==> config.mk <==
export PLATFORM = sky130hd
export DESIGN_NAME = lbp_queue
export DESIGN_NICKNAME = d
export VERILOG_FILES = /design/src/design/lbp_pkg.sv /design/src/design/lbp_queue.sv
export SDC_FILE = /design/constraint.sdc
export NUM_CORES = 1
export LEC_CHECK = 0
export CORE_MARGIN = 1.5
export CORE_UTILIZATION = 48
export CTS_CLUSTER_DIAMETER = 40
export CTS_CLUSTER_SIZE = 25
export DETAILED_ROUTE_END_ITERATION = 16
export DONT_BUFFER_PORTS = 1
export PLACE_DENSITY_LB_ADDON = 0.3
export REMOVE_ABC_BUFFERS = 1
export SYNTH_ARGS = -nofsm -noshare
export SYNTH_HDL_FRONTEND = slang
export SYNTH_SLANG_ARGS = --single-unit
==> constraint.sdc <==
create_clock -name clk -period 11 [get_ports clk]
set_input_delay 0.55 -clock clk [delete_from_list [all_inputs] [get_ports clk]]
set_output_delay 0.55 -clock clk [all_outputs]
set_load 0.02 [all_outputs]
==> src/design/lbp_pkg.sv <==
// ----------------------------------------------------------------------------
// lbp_pkg
// Shared types, constants and the code function of the LBP tile stream.
// ----------------------------------------------------------------------------
package lbp_pkg;

    localparam int PIX_W   = 8;
    localparam int CFG_W   = 11;
    localparam int COORD_W = 10;
    localparam int DATA_W  = 32;
    localparam int ADDR_W  = 4;
    localparam int QDEPTH  = 4;
    localparam int QPTR_W  = $clog2(QDEPTH);
    localparam int QCNT_W  = $clog2(QDEPTH + 1);

    localparam logic [CFG_W-1:0] RST_FRAME_WIDTH  = 11'd640;
    localparam logic [CFG_W-1:0] RST_FRAME_HEIGHT = 11'd480;
    localparam logic [CFG_W-1:0] RST_TILE_SIZE    = 11'd48;
    localparam logic [CFG_W-1:0] MIN_DIM          = 11'd3;

    typedef enum logic [1:0] {
        REG_FRAME_WIDTH  = 2'd0,
        REG_FRAME_HEIGHT = 2'd1,
        REG_TILE_SIZE    = 2'd2
    } reg_idx_t;

    typedef logic [PIX_W-1:0]   pix_t;
    typedef logic [COORD_W-1:0] coord_t;
    typedef pix_t [8:0]         win_t;

    typedef struct packed {
        logic [CFG_W-1:0] frame_width;
        logic [CFG_W-1:0] frame_height;
        logic [CFG_W-1:0] tile_size;
        logic             restart;
    } cfg_t;

    typedef struct packed {
        win_t   win;
        coord_t out_col;
        coord_t out_row;
        coord_t tile_col;
        coord_t tile_row;
        logic   frame_end;
    } entry_t;

    // window index is row * 3 + column, centre at 4
    function automatic pix_t lbp_pattern(input win_t w);
        pix_t code;
        code[0] = w[4] < w[1];
        code[1] = w[4] < w[2];
        code[2] = w[4] < w[5];
        code[3] = w[4] < w[8];
        code[4] = w[4] < w[7];
        code[5] = w[4] < w[6];
        code[6] = w[4] < w[3];
        code[7] = w[4] < w[0];
        return code;
    endfunction

endpackage

==> src/design/lbp_queue.sv <==
// ----------------------------------------------------------------------------
// lbp_queue
// Small register FIFO between window intake and code output.
// ----------------------------------------------------------------------------
module lbp_queue
    import lbp_pkg::*;
(
    input  logic              clk,
    input  logic              rst_n,
    input  logic              push,
    input  entry_t            din,
    input  logic              pop,
    output entry_t            dout,
    output logic              not_empty,
    output logic [QCNT_W-1:0] level
);

    entry_t            mem_reg [QDEPTH];
    logic [QPTR_W-1:0] wr_ptr_reg;
    logic [QPTR_W-1:0] rd_ptr_reg;
    logic [QCNT_W-1:0] count_reg, count_next;
    logic              do_pop;

    assign do_pop    = pop && (count_reg != '0);
    assign not_empty = (count_reg != '0);
    assign level     = count_reg;
    assign dout      = mem_reg[rd_ptr_reg];

    always_comb
    begin
        count_next = count_reg;
        if (push && !do_pop)
            count_next = count_reg + QCNT_W'(1);
        else if (!push && do_pop)
            count_next = count_reg - QCNT_W'(1);
    end

    always_ff @(posedge clk or negedge rst_n)
    begin
        if (!rst_n)
        begin
            wr_ptr_reg <= '0;
            rd_ptr_reg <= '0;
            count_reg  <= '0;
        end
        else
        begin
            if (push)
                wr_ptr_reg <= wr_ptr_reg + QPTR_W'(1);
            if (do_pop)
                rd_ptr_reg <= rd_ptr_reg + QPTR_W'(1);
            count_reg <= count_next;
        end
    end

    always_ff @(posedge clk)
    begin
        if (push)
            mem_reg[wr_ptr_reg] <= din;
    end

endmodule

==> flow_metrics.py <==
metrics = {
    "global_routing": {
        "grt_pass1_wl_mm": 43.9,
        "grt_pass1_vias": 7063,
        "grt.overflow.total": 0,
        "antenna_found_initial": 1,
        "grt_max_degree": 67,
        "track_usage_pct": 16.6,
    },
    "timing": {
        "worst_pin_slew_ns": 0.993,
        "finalClockSkew_ns": 0.0139,
        "whs_ns": 0.0606,
        "finalMaxSlewViolations": 0,
        "period_needed_ns": 3.64,
        "clock.fmax_mhz": 275,
        "rsz0062_at_grt": "false",
        "timing.final.ws_setup_ns": 7.36,
        "setup_viol": 0,
        "fin_crit_sh_pct": 33.1,
        "tns_ns": 0,
        "max_slew_margin_pct": 33.8,
        "hold_viol_final": 0,
    },
    "yosys": {
        "yosysTopAreaCellShare_pct": 81.4,
        "synth_enable_flop_cells": 452,
        "synthArstFlopShare_pct": 1.53,
        "synth.distinct_cells": 19,
        "ys_seq_area_share_pct": 82.4,
        "yosys.area.top_type": "edfxtp_1",
        "yosysWarnings": 0,
        "synth_top_flop_cell": "edfxtp_1",
        "netlist_instances": 624,
        "ys_ff_latch": 459,
        "syn_area_sq_um": 16700,
        "syn_area_per_cell_sq_um": 26.7,
        "synth_area_leaders": "edfxtp_1 81%, mux4_2 15%, dfrtp_1 1.1%, buf_6 0.47%, buf_2 0.42%",
    },
    "final_layout": {
        "ff_latch_area_sq_um": 13800,
        "n_fill_cell": 2465,
        "multi_input_comb_area_sq_um": 2750,
        "largest_reg_flops": 452,
        "area_growth_pct": 13.6,
        "nets": 781,
        "stdcell_count": 1154,
        "fin_util_pct": 55.1,
        "stdcell_area_sq_um": 18900,
        "layout-drive-gt1-share_pct": 31.3,
        "n_antenna_cell": 0,
    },
    "clocking": {
        "ctsHtreeMaxLevel": 2,
        "cts_tree": "done",
        "clock_latency_ns": 0.58,
        "post_cts_buffers": 0,
        "clk_pin_slew_ns": 0.06,
        "numCtsBuffers": 50,
        "root_buffer": "clkbuf_16",
        "cts_sinks": 459,
        "clockBufferDepth": 3,
    },
    "critical_path": {
        "r2r_end": "mem_reg[1][33]",
        "start_kind": "register",
        "arrival_ns": 3.09,
        "r2r-start": "wr_ptr_reg[1]",
        "cp_max_fo": 44,
        "end_kind": "output port",
        "regToRegSetupSlack_ns": 8.32,
        "crit_required_ns": 10.45,
        "worstSetupPathType": "register to output port",
        "reg2reg_depth": 4,
    },
    "drt": {
        "wl_per_cell_um": 25.5,
        "dr.pass1.iters": 5,
        "drt_first_iter_violations": 351,
        "drc": 0,
        "totalWireLength_mm": 29.4,
        "viasPerCell": 5.62,
        "ant_nets": 0,
        "vias": 6491,
    },
    "placed_design": {
        "place_area_sq_um": 17100,
        "io_buffers": 0,
        "hpwl_mm": 17.6,
        "post-place-ws_ns": 7.84,
        "gp_congestion": 0.760,
        "dp.cells": 1060,
    },
    "power": {
        "vdd_drop_max_mv": 0.251,
        "pwr_density_cell_nw_per_um2": 293,
        "power.leakage_nw": 5.96,
        "total_power_mw": 5.54,
    },
    "floorplan": {
        "placeableCoreArea_sq_um": 34400,
        "die_h_um": 189,
        "rows": 68,
        "initial_core_util_pct": 48.5,
        "fp.dieW_um": 189,
        "die_area_sq_um": 35900,
        "num_io_pins": 234,
    },
    "min_path": {
        "hold_class": "input pin to register",
        "hold_start": "din[76]",
        "hold_depth": 0,
        "min_to": "mem_reg[0][76]",
    },
    "job": {
        "cap_viol_max_count": 0,
    },
    "run_status": {
        "outcome": "finished clean",
    },
}
[what timing repair did]
item | 4_1_cts | 5_1_grt
resized for setup | 0 | 0
hold buffers | 1 | 0
endpoints found under the hold margin | 7 | 0
[layer usage]
layer	vias up	wire length (um)	GRT usage, %	part of all wire (%)
li1	2772	-	-	-
met1	3411	11400	21.0	39
met2	262	14100	25.8	48
met3	46	3300	6.91	11
met4	0	659	6.29	2.2
met5	-	0	0	0
[worst max-delay path: stages (launching register included)]
cell and delay [ns]:
dfrtp_4 0.97, buf_4 0.79, mux4_2 0.70
[final cells by class]
cell class,instances,area share [%]
clock buffers,52,6.75
multi-input cells,136,14.5
clock inverters,41,2.72
inverters,3,0.0594
repair buffers,8,0.330
flip-flops and latches,459,72.6
well taps,455,3.00
[placed cells by master, fill, tap and decap left out, types with 6 or more instances in the layout]
cell	n
edfxtp_1	452
mux4_2	113
buf_4	7
clkinv_8	6
bufinv_16	6
clkbuf_16	50
clkinvlp_4	7
inv_6	9
[cells by family after synthesis]
logic type	synth area share [%]
AO/OA/AOI/OAI	0.0300
XOR/XNOR	0.315
adder cells (fa/ha/maj)	0.495
buffers and inverters	1.10
flip-flops	82.4
multiplexers	15.3
AND/OR/NAND/NOR	0.285
[cell usage after synthesis, types with 2 or more instances]
cell type and number:
edfxtp_1 452, mux4_2 113, buf_2 14, buf_6 7, dfrtp_1 7, ha_1 5, and2_1 4, clkbuf_1 4
inv_1 3, xnor2_1 3, xor2_1 3, nand2_1 2
[report_power, final]
part / internal [mW] / total (mW) / switching (mW)
clock network: 1.02 / 1.75 / 0.723
registers: 2.29 / 2.46 / 0.170
logic: 0.484 / 1.34 / 0.853
total: 3.80 / 5.54 / 1.75
[how the worst max path moves through the flow]
stage,from,to,slack (ns),cells past startpoint
CTS,rd_ptr_reg[0],dout[19],7.21,2
global placement,rd_ptr_reg[0],dout[19],7.89,2
detailed placement,rd_ptr_reg[0],dout[19],7.84,2
finish,rd_ptr_reg[0],dout[34],7.36,2
floorplan,rd_ptr_reg[0],dout[0],5.31,1
global route,rd_ptr_reg[0],dout[34],7.07,2
Note: power is estimated with default switching activity, not from simulation.
