$ cat config.mk
export PLATFORM = sky130hd
export DESIGN_NAME = lbp_back
export DESIGN_NICKNAME = d
export VERILOG_FILES = /design/src/design/lbp_pkg.sv /design/src/design/lbp_back.sv
export SDC_FILE = /design/constraint.sdc
export NUM_CORES = 1
export LEC_CHECK = 0
export BUFFER_PORTS_ARGS = -buffer_cell sky130_fd_sc_hd__buf_2
export CORE_UTILIZATION = 48
export DETAILED_ROUTE_END_ITERATION = 10
export PLACE_DENSITY = 0.93
export RECOVER_POWER = 50
export SYNTH_ARGS = -nofsm -noshare
export SYNTH_HDL_FRONTEND = slang
export SYNTH_SLANG_ARGS = --single-unit
$ cat constraint.sdc
create_clock -name clk -period 3.5 [get_ports clk]
set_input_delay 0.175 -clock clk [delete_from_list [all_inputs] [get_ports clk]]
set_output_delay 0.175 -clock clk [all_outputs]
set_load 0.05 [all_outputs]
$ cat src/design/lbp_pkg.sv
// ----------------------------------------------------------------------------
// lbp_pkg
// Shared types, constants and the code function of the LBP tile stream.
// ----------------------------------------------------------------------------
package lbp_pkg;

    localparam int PIX_W   = 8;
    localparam int CFG_W   = 11;
    localparam int COORD_W = 10;
    localparam int DATA_W  = 32;
    localparam int ADDR_W  = 4;
    localparam int QDEPTH  = 4;
    localparam int QPTR_W  = $clog2(QDEPTH);
    localparam int QCNT_W  = $clog2(QDEPTH + 1);

    localparam logic [CFG_W-1:0] RST_FRAME_WIDTH  = 11'd640;
    localparam logic [CFG_W-1:0] RST_FRAME_HEIGHT = 11'd480;
    localparam logic [CFG_W-1:0] RST_TILE_SIZE    = 11'd48;
    localparam logic [CFG_W-1:0] MIN_DIM          = 11'd3;

    typedef enum logic [1:0] {
        REG_FRAME_WIDTH  = 2'd0,
        REG_FRAME_HEIGHT = 2'd1,
        REG_TILE_SIZE    = 2'd2
    } reg_idx_t;

    typedef logic [PIX_W-1:0]   pix_t;
    typedef logic [COORD_W-1:0] coord_t;
    typedef pix_t [8:0]         win_t;

    typedef struct packed {
        logic [CFG_W-1:0] frame_width;
        logic [CFG_W-1:0] frame_height;
        logic [CFG_W-1:0] tile_size;
        logic             restart;
    } cfg_t;

    typedef struct packed {
        win_t   win;
        coord_t out_col;
        coord_t out_row;
        coord_t tile_col;
        coord_t tile_row;
        logic   frame_end;
    } entry_t;

    // window index is row * 3 + column, centre at 4
    function automatic pix_t lbp_pattern(input win_t w);
        pix_t code;
        code[0] = w[4] < w[1];
        code[1] = w[4] < w[2];
        code[2] = w[4] < w[5];
        code[3] = w[4] < w[8];
        code[4] = w[4] < w[7];
        code[5] = w[4] < w[6];
        code[6] = w[4] < w[3];
        code[7] = w[4] < w[0];
        return code;
    endfunction

endpackage

$ cat src/design/lbp_back.sv
// ----------------------------------------------------------------------------
// lbp_back
// Code compare and output register.
// ----------------------------------------------------------------------------
module lbp_back
    import lbp_pkg::*;
(
    input  logic   clk,
    input  logic   rst_n,
    input  logic   q_valid,
    input  entry_t q_head,
    output logic   q_pop,
    output logic   out_valid,
    input  logic   out_ready,
    output pix_t   lbp_code,
    output coord_t out_col,
    output coord_t out_row,
    output coord_t tile_col,
    output coord_t tile_row,
    output logic   frame_end
);

    logic   out_valid_reg;
    logic   load;
    pix_t   code_reg;
    coord_t col_reg;
    coord_t row_reg;
    coord_t tcol_reg;
    coord_t trow_reg;
    logic   end_reg;

    assign load  = !out_valid_reg || out_ready;
    assign q_pop = q_valid && load;

    always_ff @(posedge clk or negedge rst_n)
    begin
        if (!rst_n)
            out_valid_reg <= 1'b0;
        else if (load)
            out_valid_reg <= q_valid;
    end

    always_ff @(posedge clk)
    begin
        if (q_pop)
        begin
            code_reg <= lbp_pattern(q_head.win);
            col_reg  <= q_head.out_col;
            row_reg  <= q_head.out_row;
            tcol_reg <= q_head.tile_col;
            trow_reg <= q_head.tile_row;
            end_reg  <= q_head.frame_end;
        end
    end

    assign out_valid = out_valid_reg;
    assign lbp_code  = code_reg;
    assign out_col   = col_reg;
    assign out_row   = row_reg;
    assign tile_col  = tcol_reg;
    assign tile_row  = trow_reg;
    assign frame_end = end_reg;

endmodule

==> flow_summary.toml, run 1 <==
[grt]
grt_pass1_vias = 2511
grt_max_degree = 43
grt_overflow = 0
track_usage = 0.241
antenna_found_initial = 0
grt_pass1_wl_um = 11400

[cts]
numCtsBuffers = 5
htreeDepth = 2
cts_tree = "built"
cts_root_buffer = "clkbuf_8"
clockBufferDepth = 2
ctsResizeCount = 0
postCtsSetupRepairBufs = 0
tritoncts_num_sinks = 50
ctsHoldBuffers = 1
clock_latency_ps = 310
cts.clk_slew.worst_paths_ps = 110

[yosys]
synth_fp_nets = 431
synth_warnings = 0
synthDominantCellAreaShare = 0.504
synth_area_per_cell_um2 = 11.3
ys_types = 19
syn_area_um2 = 2920
yosys.area.top_type = "edfxtp_1"
syn-instance-count = 258
yosysSeqAreaShare = 0.513
synthTopCellsByArea = "edfxtp_1 50%, ha_1 24%, inv_1 7.2%, a21oi_1 4.8%, nand3_1 2.6%"
ys_ff_latch = 50

[drt]
vias_per_cell = 4.95
first_pass_iters = 4
wire_per_inst_um = 14.9
vias = 2522
ant_nets = 0
drt-initial-drc-count = 66
drt_wl_total_um = 7610
drc = 0

[power]
p_comb_frac = 0.270
powerDensity_nw_per_um2 = 371
ir_worst_vdd_mv = 0.222
p_seq_frac = 0.490
switching_share = 0.328
power.total_mw = 1.45
intPower_uw = 977
power_switching_uw = 476
leakagePower_nw = 2.01
p_clk_frac = 0.240

[critical_path]
end_kind = "output port"
crit_required_ps = 3320
crit_arrival_ps = 1980
cp_max_fo = 42
start_kind = "register"
critPathKind = "register to output port"

[floorplan]
coreArea_um2 = 5890
dieArea_um2 = 6390
start_util = 0.496
die_w_um = 80.0
ios = 168
die_h_um = 80.0
std_cell_rows = 28

[finish]
post-route-util = 0.666
fin_area_um2 = 3920
final_cell_mix = "137 x buf_2, 56 x inv_1, 56 x ha_1, 49 x edfxtp_1, 30 x clkbuf_1"
fillers = 484
final_common_cell = "buf_2"
antenna_cells = 0
final_layout_size_suffix_gt1_frac = 0.343
syn_to_final_growth_pct = 34.4
final_nets = 607

[place]
place_congestion = 0.823
hpwl_um = 6350
post_dp_cell_area_um2 = 3860
io_buffers = 167
place_ws_ps = 1650

[timing]
fmaxAchievable_mhz = 463
period_needed_ps = 2160
post-route-period-util = 0.617
tightest_slew_ps = 946
slew_headroom = 0.369
rsz0062_at_grt = "false"
setup_tns_ps = 0
hold_violations = 0
slew_violations = 0
finalSetupViolCount = 0
fin_ws_ps = 1340
finClkSkew_ps = 13.0

[min_path]
hold_class = "primary input to register"

[flow_run]
max-cap-violations = 0

[run_status]
status = "finished clean"
==> cells by family after synthesis <==
kind of cell,share of synthesized area
fa+ha+maj,0.240
flops,0.513
simple gates,0.0793
compound gates,0.0956
buf+inv,0.0720
==> critical path: stages, from the launching register on <==
cell and delay (ps):
dfrtp_1 390, nand2b_1 80, and2_2 770, buf_2 410
==> cell usage after synthesis <==
library cell  number
o211ai_1           7
and2_1             1
o21a_1             1
edfxtp_1          49
nor2_1             7
a21o_1             3
nand2_1           14
nor2b_1            6
nand2b_1           3
a31oi_1            1
dfrtp_1            1
nand3_1           15
inv_1             56
ha_1              56
and3_2             1
o21ai_0            7
and2b_1            1
a221oi_2           1
a21oi_1           28
==> area by class of cell <==
| cell class | instances | area, µm² | share of cell area |
|---|---|---|---|
| Clock inverter | 3 | 23.8 | 0.00606 |
| Inverter | 56 | 210 | 0.0536 |
| Timing Repair Buffer | 169 | 816 | 0.208 |
| Sequential cell | 50 | 1500 | 0.382 |
| Tap cell | 75 | 93.8 | 0.0239 |
| Multi-Input combinational cell | 152 | 1210 | 0.309 |
| Clock buffer | 5 | 68.8 | 0.0175 |
==> per-layer routing <==
metal | vias to the layer above | GRT usage | part of all wire
met1 | 1136 | 0.261 | 0.40
met4 | 0 | 0.0857 | 0.022
met2 | 113 | 0.458 | 0.51
met3 | 18 | 0.0469 | 0.074
li1 | 1255 | - | -
met5 | - | 0 | 0
==> metrics by stage <==
step | hold slack (ps) | instances
final | 28.3 | 510
after global routing | 18.8 | 510
after CTS | 20.0 | 510
after detailed placement | -48.9 | 501
after global placement | -50.1 | 501
after floorplan | -121 | 258
==> power by group through the flow <==
| stage | Combinational (mW) | Clock [mW] | Sequential, mW |
|---|---|---|---|
| 3_3_place_gp | 0.377 | 0 | 0.723 |
| 2_1_floorplan | 0.129 | 0 | 0.846 |
| 3_5_place_dp | 0.399 | 0 | 0.726 |
| 6_report | 0.393 | 0.349 | 0.712 |
| 4_1_cts | 0.401 | 0.357 | 0.712 |
| 5_1_grt | 0.432 | 0.373 | 0.715 |
==> final timing paths <==
path	to	slack (ps)	depth (start not counted)	startpoint
worst max-delay path	q_pop	1340	3	out_valid
worst min-delay path	out_col[2]	30	1	q_head[33]
worst max register to register	tile_col[4]	1660	3	out_valid
worst min register to register	out_valid	520	2	out_valid
max in group asynchronous	out_valid	3240	2	rst_n
min in group asynchronous	out_valid	180	2	rst_n
Note: power is estimated with default switching activity, not from simulation.
==> run 2, diff against run 1 <==
- CORE_UTILIZATION: 48 -> 44
- PLACE_DENSITY: 0.93 -> 0.86
- clock period: 3.5 -> 2.11 ns (I/O delays scaled with it)
==> flow_summary.toml, run 2 (synthesized netlist as in run 1, its figures left out) <==
[finish]
antenna_cells = 0
final_cell_mix = "136 x buf_2, 56 x inv_1, 56 x ha_1, 49 x edfxtp_1, 42 x dlygate4sd3_1"
seqCellArea_um2 = 1500
fillers = 495
final_common_cell = "buf_2"
syn_to_final_growth_pct = 49.6
final_layout_size_suffix_gt1_frac = 0.311
multi_input_comb_area_um2 = 1210
final_nets = 648

[floorplan]
die_h_um = 83.4
dieArea_um2 = 6960
std_cell_rows = 29
start_util = 0.457
die_w_um = 83.4
ios = 168
coreArea_um2 = 6390

[cts]
postCtsSetupRepairBufs = 0
cts_tree = "built"
htreeDepth = 2
clock_latency_ps = 300
clockBufferDepth = 2
ctsResizeCount = 0
tritoncts_num_sinks = 50
cts_root_buffer = "clkbuf_8"
numCtsBuffers = 5
cts.clk_slew.worst_paths_ps = 90

[drt]
first_pass_iters = 4
vias_per_cell = 4.81
ant_nets = 0
drt-initial-drc-count = 71
drc = 0
wire_per_inst_um = 15.2
drt_wl_total_um = 8400
vias = 2660

[timing]
slew_headroom = 0.574
fin_ws_ps = 317
tightest_slew_ps = 642
slew_violations = 0
finClkSkew_ps = 6.75
setup_tns_ps = 0
finalSetupViolCount = 0
period_needed_ps = 1790
post-route-period-util = 0.850
whs_ps = 21.3
hold_violations = 0
fmaxAchievable_mhz = 558
rsz0062_at_grt = "false"

[power]
p_seq_frac = 0.459
switching_share = 0.306
power.total_mw = 2.58
power_switching_uw = 788
p_comb_frac = 0.278
ir_worst_vdd_mv = 0.441
intPower_mw = 1.79
p_clk_frac = 0.264
leakagePower_nw = 2.20
powerDensity_nw_per_um2 = 590

[critical_path]
crit_arrival_ps = 1690
crit_required_ps = 2000
critPathKind = "register to output port"
end_kind = "output port"
cp_max_fo = 41
start_kind = "register"

[grt]
grt_max_degree = 42
track_usage = 0.243
antenna_found_initial = 0
grt_pass1_wl_um = 13100
grt_overflow = 0
grt_pass1_vias = 2752

[min_path]
hold_class = "primary input to register"

[place]
io_buffers = 167
place_congestion = 0.729
hpwl_um = 5880
place_ws_ps = 649

[run_status]
status = "finished clean"

[flow_run]
max-cap-violations = 0
run 2: worst paths after layout:
kind / slack [ps] / cells after the start / end / start
setup / recovery: 320 / 4 / q_pop / out_valid
hold / removal: 20 / 2 / out_valid / q_valid
setup reg to reg: 730 / 3 / out_row[7] / out_valid
hold reg to reg: 530 / 2 / out_valid / out_valid
max in group asynchronous: 1920 / 2 / out_valid / rst_n
min in group asynchronous: 110 / 2 / out_valid / rst_n
run 2: power by group through the flow:
| stage | Sequential [mW] | Combinational [mW] | Clock, mW |
|---|---|---|---|
| after floorplan | 1.40 | 0.215 | 0 |
| after global placement | 1.20 | 0.631 | 0 |
| after detailed placement | 1.20 | 0.656 | 0 |
| after CTS | 1.18 | 0.722 | 0.690 |
| after global routing | 1.19 | 0.781 | 0.715 |
| final | 1.18 | 0.715 | 0.679 |
run 2: repair_timing:
action                                 CTS  global route
endpoints found under the hold margin   42             0
setup endpoints to repair                0             0
hold buffers                            42             0
run 2: final cells by class:
class | instances | area share
sequential | 50 | 0.343
timing repair buffer | 210 | 0.283
multi-input combinational | 152 | 0.278
inverter | 56 | 0.0482
tap | 77 | 0.0221
clock buffer | 5 | 0.0158
clock inverter | 3 | 0.0100
run 2: worst max-delay path: stages, from the launching register on:
cell and delay, ps:
dfrtp_1 390, nand2b_1 80, and2_2 320, buf_12 270, buf_2 300
run 2: metrics by stage:
stage / instances / cell area (µm²) / utilization
5_1_grt: 553 / 4370 / 0.684
3_5_place_dp: 503 / 3870 / 0.606
2_1_floorplan: 258 / 2920 / -
3_3_place_gp: 503 / 3870 / 0.606
6_report: 553 / 4370 / 0.684
4_1_cts: 553 / 4400 / 0.690
run 2: routing by layer:
| layer | vias up | share of wire | track usage |
|---|---|---|---|
| met3 | 18 | 0.067 | 0.0507 |
| met5 | - | 0 | 0 |
| met4 | 0 | 0.027 | 0.0955 |
| met1 | 1181 | 0.39 | 0.266 |
| met2 | 125 | 0.51 | 0.457 |
| li1 | 1336 | - | - |
